--- src/crcdf_pkg.sv ---
// ----------------------------------------------------------------------------
// CRC-16 frame deframer package
// Shared constants, phase encoding, result word layout and the bytewise
// CRC-16/MODBUS update.
// ----------------------------------------------------------------------------
`default_nettype none

package crcdf_pkg;

    // Number of leading data bytes that are emitted as data words.
    localparam int unsigned MAX_DATA = 12;

    // Reflected CRC-16/MODBUS: start value and reversed polynomial.
    localparam logic [15:0] CRC_INIT = 16'hFFFF;
    localparam logic [15:0] CRC_POLY = 16'hA001;

    // Result word kinds.
    localparam logic KIND_DATA    = 1'b0;
    localparam logic KIND_SUMMARY = 1'b1;

    // Receive phase, one-hot.
    typedef enum logic [7:0] {
        PH_START_LO = 8'b0000_0001,
        PH_START_HI = 8'b0000_0010,
        PH_TYPE     = 8'b0000_0100,
        PH_LENGTH   = 8'b0000_1000,
        PH_DATA     = 8'b0001_0000,
        PH_CRC_LO   = 8'b0010_0000,
        PH_CRC_HI   = 8'b0100_0000,
        PH_DONE     = 8'b1000_0000
    } t_phase;

    // One output word.
    typedef struct packed {
        logic        kind;
        logic [7:0]  data_byte;
        logic [3:0]  data_index;
        logic [15:0] start_word;
        logic [7:0]  msg_type;
        logic [7:0]  data_length;
        logic [15:0] frame_crc;
        logic [15:0] computed_crc;
        logic        crc_ok;
        logic        too_short;
        logic        run_last;
    } t_result;

    // Bytewise reflected CRC update: eight shift-and-xor steps.
    function automatic logic [15:0] crc_update(input logic [15:0] crc,
                                               input logic [7:0]  b);
        logic [15:0] c;
        c = crc ^ {8'h00, b};
        for (int i = 0; i < 8; i++) begin
            if (c[0]) begin
                c = (c >> 1) ^ CRC_POLY;
            end else begin
                c = c >> 1;
            end
        end
        return c;
    endfunction

endpackage

`default_nettype wire

--- src/crc16_frame_deframer.sv ---
// A byte's results are registered into the output queue when the byte is accepted.
// Throughput: one byte per cycle; the input is ready whenever the queue has room for
// two more results. A leading data byte that also ends the frame makes two results,
// which leave the four-entry output queue one per cycle while the receiver is ready.
// Reset (synchronous, active low) empties the queue and returns the receiver to
// the start of a frame with the CRC at 0xFFFF and all held header fields at zero.
// ----------------------------------------------------------------------------
// CRC-16 frame deframer
// Parses start word, type, length, data and CRC-16/MODBUS trailer byte by
// byte, emits the leading data bytes and a frame summary at end of frame.
// ----------------------------------------------------------------------------
`default_nettype none

module crc16_frame_deframer
    import crcdf_pkg::*;
(
    input  wire         i_clk,
    input  wire         i_rst_n,
    // Input byte channel
    input  wire         i_in_valid,
    output logic        o_in_ready,
    input  wire  [7:0]  i_in_byte,
    input  wire         i_end_of_frame,
    // Result channel
    output logic        o_out_valid,
    input  wire         i_out_ready,
    output logic        o_kind,
    output logic [7:0]  o_data_byte,
    output logic [3:0]  o_data_index,
    output logic [15:0] o_start_word,
    output logic [7:0]  o_msg_type,
    output logic [7:0]  o_data_length,
    output logic [15:0] o_frame_crc,
    output logic [15:0] o_computed_crc,
    output logic        o_crc_ok,
    output logic        o_too_short,
    output logic        o_run_last
);

    // Receiver state.
    t_phase      r_phase, n_phase;
    logic [7:0]  r_payload_count, n_payload_count;
    logic [15:0] r_crc, n_crc;
    logic [15:0] r_start_word, n_start_word;
    logic [7:0]  r_type, n_type;
    logic [7:0]  r_length, n_length;
    logic [15:0] r_frame_crc, n_frame_crc;

    // Output queue.
    t_result     r_fifo [4];
    logic [1:0]  r_wr_ptr, r_rd_ptr;
    logic [2:0]  r_count, n_count;

    logic        accept;
    logic        pop;
    logic        data_emit;
    logic        complete;
    logic [15:0] crc_next;
    t_result     res_data;
    t_result     res_sum;
    logic [1:0]  push_cnt;

    assign accept   = i_in_valid && o_in_ready;
    assign pop      = o_out_valid && i_out_ready;
    assign crc_next = crc_update(r_crc, i_in_byte);

    // Next receiver state for the byte on the input.
    always_comb begin
        n_phase         = r_phase;
        n_payload_count = r_payload_count;
        n_crc           = r_crc;
        n_start_word    = r_start_word;
        n_type          = r_type;
        n_length        = r_length;
        n_frame_crc     = r_frame_crc;
        data_emit       = 1'b0;
        unique case (r_phase)
            PH_START_LO: begin
                n_start_word = {8'h00, i_in_byte};
                n_crc        = crc_next;
                n_phase      = PH_START_HI;
            end
            PH_START_HI: begin
                n_start_word = {i_in_byte, r_start_word[7:0]};
                n_crc        = crc_next;
                n_phase      = PH_TYPE;
            end
            PH_TYPE: begin
                n_type  = i_in_byte;
                n_crc   = crc_next;
                n_phase = PH_LENGTH;
            end
            PH_LENGTH: begin
                n_length        = i_in_byte;
                n_crc           = crc_next;
                n_payload_count = 8'h00;
                n_phase         = (i_in_byte == 8'h00) ? PH_CRC_LO : PH_DATA;
            end
            PH_DATA: begin
                n_crc           = crc_next;
                data_emit       = (r_payload_count < 8'(MAX_DATA));
                n_payload_count = r_payload_count + 8'd1;
                if (n_payload_count == r_length) begin
                    n_phase = PH_CRC_LO;
                end
            end
            PH_CRC_LO: begin
                n_frame_crc = {8'h00, i_in_byte};
                n_phase     = PH_CRC_HI;
            end
            PH_CRC_HI: begin
                n_frame_crc = {i_in_byte, r_frame_crc[7:0]};
                n_phase     = PH_DONE;
            end
            PH_DONE: begin
                n_phase = PH_DONE;
            end
            default: begin
                n_phase = PH_START_LO;
            end
        endcase
    end

    // Result words built from the updated state.
    assign complete = (n_phase == PH_DONE);

    always_comb begin
        res_data            = '0;
        res_data.kind       = KIND_DATA;
        res_data.data_byte  = i_in_byte;
        res_data.data_index = r_payload_count[3:0];
        res_data.run_last   = !i_end_of_frame;

        res_sum              = '0;
        res_sum.kind         = KIND_SUMMARY;
        res_sum.start_word   = n_start_word;
        res_sum.msg_type     = n_type;
        res_sum.data_length  = n_length;
        res_sum.frame_crc    = n_frame_crc;
        res_sum.computed_crc = n_crc;
        res_sum.crc_ok       = complete && (n_crc == n_frame_crc);
        res_sum.too_short    = !complete;
        res_sum.run_last     = 1'b1;
    end

    // The receiver state advances on every accepted byte and restarts after end of frame.
    always_ff @(posedge i_clk) begin
        if (!i_rst_n) begin
            r_phase         <= PH_START_LO;
            r_payload_count <= 8'h00;
            r_crc           <= CRC_INIT;
            r_start_word    <= 16'h0000;
            r_type          <= 8'h00;
            r_length        <= 8'h00;
            r_frame_crc     <= 16'h0000;
        end else if (accept) begin
            if (i_end_of_frame) begin
                r_phase         <= PH_START_LO;
                r_payload_count <= 8'h00;
                r_crc           <= CRC_INIT;
                r_start_word    <= 16'h0000;
                r_type          <= 8'h00;
                r_length        <= 8'h00;
                r_frame_crc     <= 16'h0000;
            end else begin
                r_phase         <= n_phase;
                r_payload_count <= n_payload_count;
                r_crc           <= n_crc;
                r_start_word    <= n_start_word;
                r_type          <= n_type;
                r_length        <= n_length;
                r_frame_crc     <= n_frame_crc;
            end
        end
    end

    // Output queue: up to two words pushed per byte, one word popped per cycle while the output is ready.
    always_comb begin
        push_cnt = 2'd0;
        if (accept) begin
            push_cnt = {1'b0, data_emit} + {1'b0, i_end_of_frame};
        end
        n_count = r_count + {1'b0, push_cnt} - {2'b00, pop};
    end

    always_ff @(posedge i_clk) begin
        if (accept) begin
            if (data_emit) begin
                r_fifo[r_wr_ptr] <= res_data;
                if (i_end_of_frame) begin
                    r_fifo[r_wr_ptr + 2'd1] <= res_sum;
                end
            end else if (i_end_of_frame) begin
                r_fifo[r_wr_ptr] <= res_sum;
            end
        end
    end

    always_ff @(posedge i_clk) begin
        if (!i_rst_n) begin
            r_wr_ptr <= 2'd0;
            r_rd_ptr <= 2'd0;
            r_count  <= 3'd0;
        end else begin
            r_wr_ptr <= r_wr_ptr + push_cnt;
            if (pop) begin
                r_rd_ptr <= r_rd_ptr + 2'd1;
            end
            r_count <= n_count;
        end
    end

    // Room for two words is needed before a byte is taken.
    assign o_in_ready  = (r_count <= 3'd2);
    assign o_out_valid = (r_count != 3'd0);

    assign o_kind         = r_fifo[r_rd_ptr].kind;
    assign o_data_byte    = r_fifo[r_rd_ptr].data_byte;
    assign o_data_index   = r_fifo[r_rd_ptr].data_index;
    assign o_start_word   = r_fifo[r_rd_ptr].start_word;
    assign o_msg_type     = r_fifo[r_rd_ptr].msg_type;
    assign o_data_length  = r_fifo[r_rd_ptr].data_length;
    assign o_frame_crc    = r_fifo[r_rd_ptr].frame_crc;
    assign o_computed_crc = r_fifo[r_rd_ptr].computed_crc;
    assign o_crc_ok       = r_fifo[r_rd_ptr].crc_ok;
    assign o_too_short    = r_fifo[r_rd_ptr].too_short;
    assign o_run_last     = r_fifo[r_rd_ptr].run_last;

endmodule

`default_nettype wire

--- config.mk ---
export PLATFORM = sky130hd
export DESIGN_NAME = crc16_frame_deframer
export DESIGN_NICKNAME = d
export VERILOG_FILES = /design/src/crcdf_pkg.sv /design/src/crc16_frame_deframer.sv
export SDC_FILE = /design/constraint.sdc
export NUM_CORES = 1
export LEC_CHECK = 0
export BUFFER_PORTS_ARGS = -buffer_cell sky130_fd_sc_hd__buf_2
export CORE_MARGIN = 1
export CORE_UTILIZATION = 57
export CTS_CLUSTER_SIZE = 16
export DETAILED_ROUTE_END_ITERATION = 6
export GPL_TIMING_DRIVEN = 0
export PLACE_DENSITY = 0.87
export SLEW_MARGIN = 15
export SYNTH_ARGS = -nofsm -noshare
export SYNTH_HDL_FRONTEND = slang
export SYNTH_SLANG_ARGS = --single-unit
--- constraint.sdc ---
create_clock -name i_clk -period 9.3 [get_ports i_clk]
set_input_delay 1.86 -clock i_clk [delete_from_list [all_inputs] [get_ports i_clk]]
set_output_delay 1.86 -clock i_clk [all_outputs]
set_load 0.02 [all_outputs]
==> results.json, run 1 <==
{
  "endpoint_kind": "output pin",
  "crit_path_max_fanout": 10,
  "dieArea_sq_um": 32700,
  "mostFrequentLayoutCells": "nor2_1 (280), edfxtp_1 (264), dfxtp_1 (145), nand2_1 (139), clkbuf_1 (98)",
  "rsz0062_at_grt": "no",
  "grt_pass1_wl_microns": 73200,
  "min_path_type": "reg -> reg",
  "via_count": 13100,
  "synth_nets": 1548,
  "cts_hold_buf": 0,
  "area_growth_pct": 13.6,
  "drive_gt1_share_pct": 16.3,
  "fin_worst_skew_ns": 0.0215,
  "slowest_delay_ns": 0.81,
  "worst-setup-path-type": "reg -> out",
  "required_ns": 7.44,
  "cts_tree": "done",
  "synth_area_per_cell_sq_um": 11.9,
  "layout_min_cycle_time_ns": 4.99,
  "initial_core_util_pct": 57.8,
  "holdWs_ns": 0.447,
  "cts_setup_buffers": 0,
  "yosysUniqueCellTypes": 66,
  "p_per_area_nw_per_um2": 243,
  "grt_usage_pct": 29.2,
  "globalplace.congestion": 0.926,
  "clock-sinks": 409,
  "drtIter0Drc": 1619,
  "reg2reg_slack_ns": 5.08,
  "io_pins": 95,
  "final_common_cell": "nor2_1",
  "setup_tns_ns": 0,
  "min-delay-start": "r_fifo[2][79]$_SDFFE_PP1P_",
  "maxSlewHeadroom_pct": 32.0,
  "setup_ws_ns": 4.31,
  "synth_area_sq_um": 18200,
  "synth_area_leaders": "edfxtp_1 (43%), dfxtp_1 (16%), mux4_2 (9.9%)",
  "post-dp-hpwl_microns": 31400,
  "synth_cells": 1527,
  "diodes": 0,
  "core_sq_um": 31600,
  "synth_edf_count": 264,
  "grt_max_degree": 47,
  "cp_slowest_cell": "buf_1",
  "slew_viol_final": 0,
  "synth_flop_cell": "edfxtp_1",
  "yosys_warnings": 0,
  "grt_pass1_vias": 13100,
  "ant_nets": 0,
  "start_kind": "register",
  "ys_ff_latch": 409,
  "period_share_pct": 53.7,
  "via_per_inst": 6.24,
  "clock_latency_ns": 0.55,
  "finalSetupViolCount": 0,
  "synth_top_area_cell": "edfxtp_1",
  "async_flop_share_pct": 0,
  "ys_seq_area_share_pct": 59.4,
  "wl_per_cell_microns": 22.6,
  "ir_drop_uv": 215,
  "cp.buffers_inverters": 3,
  "crit_family": "buffers and inverters",
  "max_clock_freq_mhz": 200,
  "drc": 0,
  "cts_buffers": 41,
  "wl_microns": 47600,
  "fin_nets": 1690,
  "clk_path_buf_depth": 3,
  "post-place-ws_ns": 4.58,
  "hold_viol_final": 0,
  "cts.clk_slew.worst_paths_ns": 0.06,
  "post_cts_resized": 0,
  "regToRegStartpoint": "r_phase[7]$_SDFFE_PN0P_",
  "p_leak_uw": 0.00703,
  "worstPathArrival_ns": 3.13,
  "htreeDepth": 2,
  "grt_antenna_before_repair": 0,
  "worst_pin_slew_ns": 1.01,
  "die_x_microns": 181,
  "firstDrtPassIters": 6,
  "die_h_microns": 181,
  "gr-total-overflow": 0,
  "status": "completed",
  "num_rows": 65,
  "maxCapViolations": 0,
  "synth_top_area_share_pct": 43.5,
  "io_buffers": 93,
  "cts-root-buf": "clkbuf_16",
  "cp_cell_sequence": "clkbuf_1, buf_1, mux4_2, buf_2"
}
-- metal layers --
metal,up-vias,track usage [%],wire [microns]
li1,5752,-,-
met1,6425,38.6,18000
met2,798,48.4,22900
met3,144,5.36,4890
met4,0,11.1,1710
met5,-,0,0
-- cell usage after synthesis (5+ instances only) --
master,n
a21boi_0,5
a21oi_1,61
mux4_2,80
dfxtp_1,145
nor4_1,6
and3_1,5
nand4_1,7
edfxtp_1,264
nor3_1,8
xor2_1,18
nand2b_1,7
a22oi_1,32
o21ai_0,58
clkbuf_1,86
nor2b_1,26
ha_1,7
buf_1,15
nand3_1,59
nor2_1,280
xnor2_1,44
mux2i_1,46
nand2_1,139
buf_6,8
o22ai_1,6
and2_1,47
inv_1,10
-- worst paths after layout --
path,to,cells past startpoint
max,o_frame_crc[0],4
max reg2reg,r_fifo[2][54]$_DFFE_PP_,13
min reg2reg,r_fifo[2][79]$_SDFFE_PP1P_,2
min,r_fifo[2][79]$_SDFFE_PP1P_,2
-- flip-flops by register name, summed over array words and instances (netlist names), named ones only --
register and count:
r_type 8, r_frame_crc 16, r_crc 16, r_count 3, r_payload_count 8, r_length 8, r_fifo 320, r_phase 8
r_rd_ptr 2, r_wr_ptr 2, r_start_word 16
-- cells by family after synthesis --
logic type	after synthesis	share of synthesized area, %
flip-flops	409	59.4
AO/OA/AOI/OAI	186	6.36
multiplexers	127	12.5
adder cells (fa/ha/maj)	8	0.590
buffers and inverters	125	2.98
AND/OR/NAND/NOR	608	15.0
XOR/XNOR	64	3.19
-- power breakdown --
group	total [uW]	switching (uW)	internal [uW]	leakage [uW]
clock	1640	700	939	0.000652
combinational	1280	783	495	0.00287
sequential	2120	61.6	2060	0.00351
-- cell type report --
type,count,area (sq um)
multi-input cells,993,6910
well taps,402,503
clock inverters,17,191
fillers,2213,10800
flip-flops and latches,409,10800
clock buffers,58,1130
repair buffers,99,623
plain buffers,115,508
inverters,10,37.5
-- stage by stage --
| step | utilization [%] | power [uW] | cell area [sq um] | std cells |
|---|---|---|---|---|
| after CTS | 65.7 | 5030 | 20700 | 2103 |
| after global placement | 60.9 | 3390 | 19200 | 2022 |
| after floorplan | - | 3050 | 18200 | 1527 |
| after global routing | 65.7 | 5200 | 20700 | 2103 |
| final | 65.7 | 5040 | 20700 | 2103 |
| after detailed placement | 61.5 | 3420 | 19400 | 2028 |
-- worst register-to-register path, delay by kind of cell, from the launching register on --
family	cells	cell delay [ns]
buf+inv	5	1.44
simple gates	6	1.42
compound gates	1	0.55
flops	1	0.31
fa+ha+maj	1	0.21
Power figures use the tool's default switching activity.
==> run 2, diff against run 1 <==
CORE_UTILIZATION = 55   (was 57)
PLACE_DENSITY = 0.88   (was 0.87)
clock period = 4.5 ns   (was 9.3 ns; I/O delays follow)
==> results.json, run 2 (synthesized netlist as in run 1, its figures left out) <==
{
  "status": "completed",
  "num_rows": 66,
  "gr-max-usage-layer": "met2",
  "ant_nets": 0,
  "worst-setup-path-type": "reg -> reg",
  "grt_pass1_vias": 13100,
  "p_leak_uw": 0.00705,
  "nFillCells": 2296,
  "grt_antenna_before_repair": 1,
  "post-dp-hpwl_microns": 31500,
  "wl_per_cell_microns": 22.3,
  "min_path_type": "reg -> reg",
  "wl_microns": 47800,
  "grt_util_met3_pct": 4.66,
  "clk_path_buf_depth": 3,
  "fin_nets": 1690,
  "cts_tree": "done",
  "clock_latency_ns": 0.54,
  "grt_max_degree": 47,
  "ir_drop_uv": 363,
  "slew_viol_final": 0,
  "grt_usage_pct": 28.4,
  "setup_tns_ns": 0,
  "crit_path_max_fanout": 10,
  "maxCapViolations": 0,
  "fin_worst_skew_ns": 0.0231,
  "final_common_cell": "nor2_1",
  "initial_core_util_pct": 55.9,
  "regMostFlops": "r_fifo",
  "hold_viol_final": 0,
  "maxSlewHeadroom_pct": 32.9,
  "required_ns": 4.76,
  "io_pins": 95,
  "rsz0062_at_grt": "no",
  "worstPathArrival_ns": 4.45,
  "mostFrequentLayoutCells": "nor2_1 (280), edfxtp_1 (264), dfxtp_1 (145), nand2_1 (139), buf_2 (96)",
  "p_per_area_nw_per_um2": 504,
  "worst_pin_slew_ns": 1.01,
  "io_buffers": 93,
  "via_count": 13200,
  "period_share_pct": 93.0,
  "endpoint_kind": "register",
  "dieArea_sq_um": 33900,
  "cts_hold_buf": 0,
  "die_x_microns": 184,
  "start_kind": "register",
  "layout_min_cycle_time_ns": 4.19,
  "max_clock_freq_mhz": 239,
  "die_h_microns": 184,
  "via_per_inst": 6.14,
  "cts-root-buf": "clkbuf_16",
  "drc": 0,
  "finalSetupViolCount": 0,
  "globalplace.congestion": 0.935,
  "grt_pass1_wl_microns": 72800,
  "drive_gt1_share_pct": 16.3,
  "core_sq_um": 32600,
  "cts.clk_slew.worst_paths_ns": 0.06,
  "clock-sinks": 409,
  "gr-total-overflow": 0,
  "use_met1_pct": 37.5,
  "firstDrtPassIters": 6,
  "cts_buffers": 41,
  "power.total_uw": 10500,
  "htreeDepth": 2,
  "area_growth_pct": 14.2,
  "grt_use_met2_pct": 47.5,
  "largest_reg_flops": 320,
  "drtIter0Drc": 1668
}
[run 2: cell count changes in the layout (fill, tap and decap cells not counted)]
cell and delta:
clkinvlp_4 +2, a21oi_1 -1, clkbuf_1 -4, clkbuf_2 -1, clkinv_8 -1, clkinv_1 +4, clkinv_4 -1, clkinv_2 +1
bufinv_16 +1, inv_6 -2, clkbuf_16 +3, a21oi_2 +1, diode_2 +1, clkbuf_8 -2
[run 2: report_power, final]
part	leakage, uW	internal, uW	switching, uW	total, uW
combinational	0.00287	1030	1630	2650
clock	0.000670	2050	1420	3470
sequential	0.00351	4250	130	4380
[run 2: final timing paths]
kind | from | to | slack (ns) | cells past startpoint
worst max-delay path | r_phase[7]$_SDFFE_PN0P_ | r_fifo[0][52]$_DFFE_PP_ | 0.31 | 13
worst min-delay path | r_fifo[3][79]$_SDFFE_PP1P_ | r_fifo[3][79]$_SDFFE_PP1P_ | 0.44 | 2
worst min register to register | r_fifo[3][79]$_SDFFE_PP1P_ | r_fifo[3][79]$_SDFFE_PP1P_ | 0.44 | 2
worst max register to register | r_phase[7]$_SDFFE_PN0P_ | r_fifo[0][52]$_DFFE_PP_ | 0.31 | 13
[run 2: through the flow]
step	setup slack (ns)	std cells	area (sq um)	hold slack [ns]	util, %
after global placement	-1.56	2062	19300	0.430	59.1
after floorplan	0.346	1527	18200	0.418	-
after CTS	0.294	2143	20800	0.450	63.8
final	0.315	2144	20800	0.445	63.9
after detailed placement	0.332	2068	19500	0.441	59.6
after global routing	0.125	2144	20800	0.468	63.9
[run 2: final cells by class]
class                           instances  area (sq um)  share of cell area [%]
Buffer                                115           508                    2.44
Timing Repair Buffer                   99           623                    2.99
Multi-Input combinational cell        993          6910                    33.2
Antenna cell                            1          2.50                  0.0120
Clock inverter                         21           214                    1.03
Tap cell                              442           553                    2.65
Clock buffer                           54          1160                    5.56
Inverter                               10          37.5                   0.180
Sequential cell                       409         10800                    52.0
[run 2: routing by layer]
layer | vias to the layer above | part of all wire [%]
met4 | 0 | 3.4
met1 | 6489 | 38
met3 | 138 | 9.6
met2 | 784 | 49
li1 | 5747 | -
met5 | - | 0
[run 2: critical path, stage by stage, from the launching register on]
cell	delay, ns
dfxtp_1	0.31
buf_6	0.13
nor3_1	0.40
and4b_1	0.25
buf_2	0.20
and3_1	0.31
inv_1	0.07
ha_1	0.21
nand2_1	0.25
nor3_1	0.08
nor2_1	0.48
clkbuf_1	0.61
buf_1	0.51
nor2_1	0.11
[run 2: repair_timing]
action / 4_1_cts / 5_1_grt
setup endpoints to repair: 0 / 6
setup buffers: 0 / 0
hold endpoints to repair: 0 / 0
gates resized for setup: 0 / 1
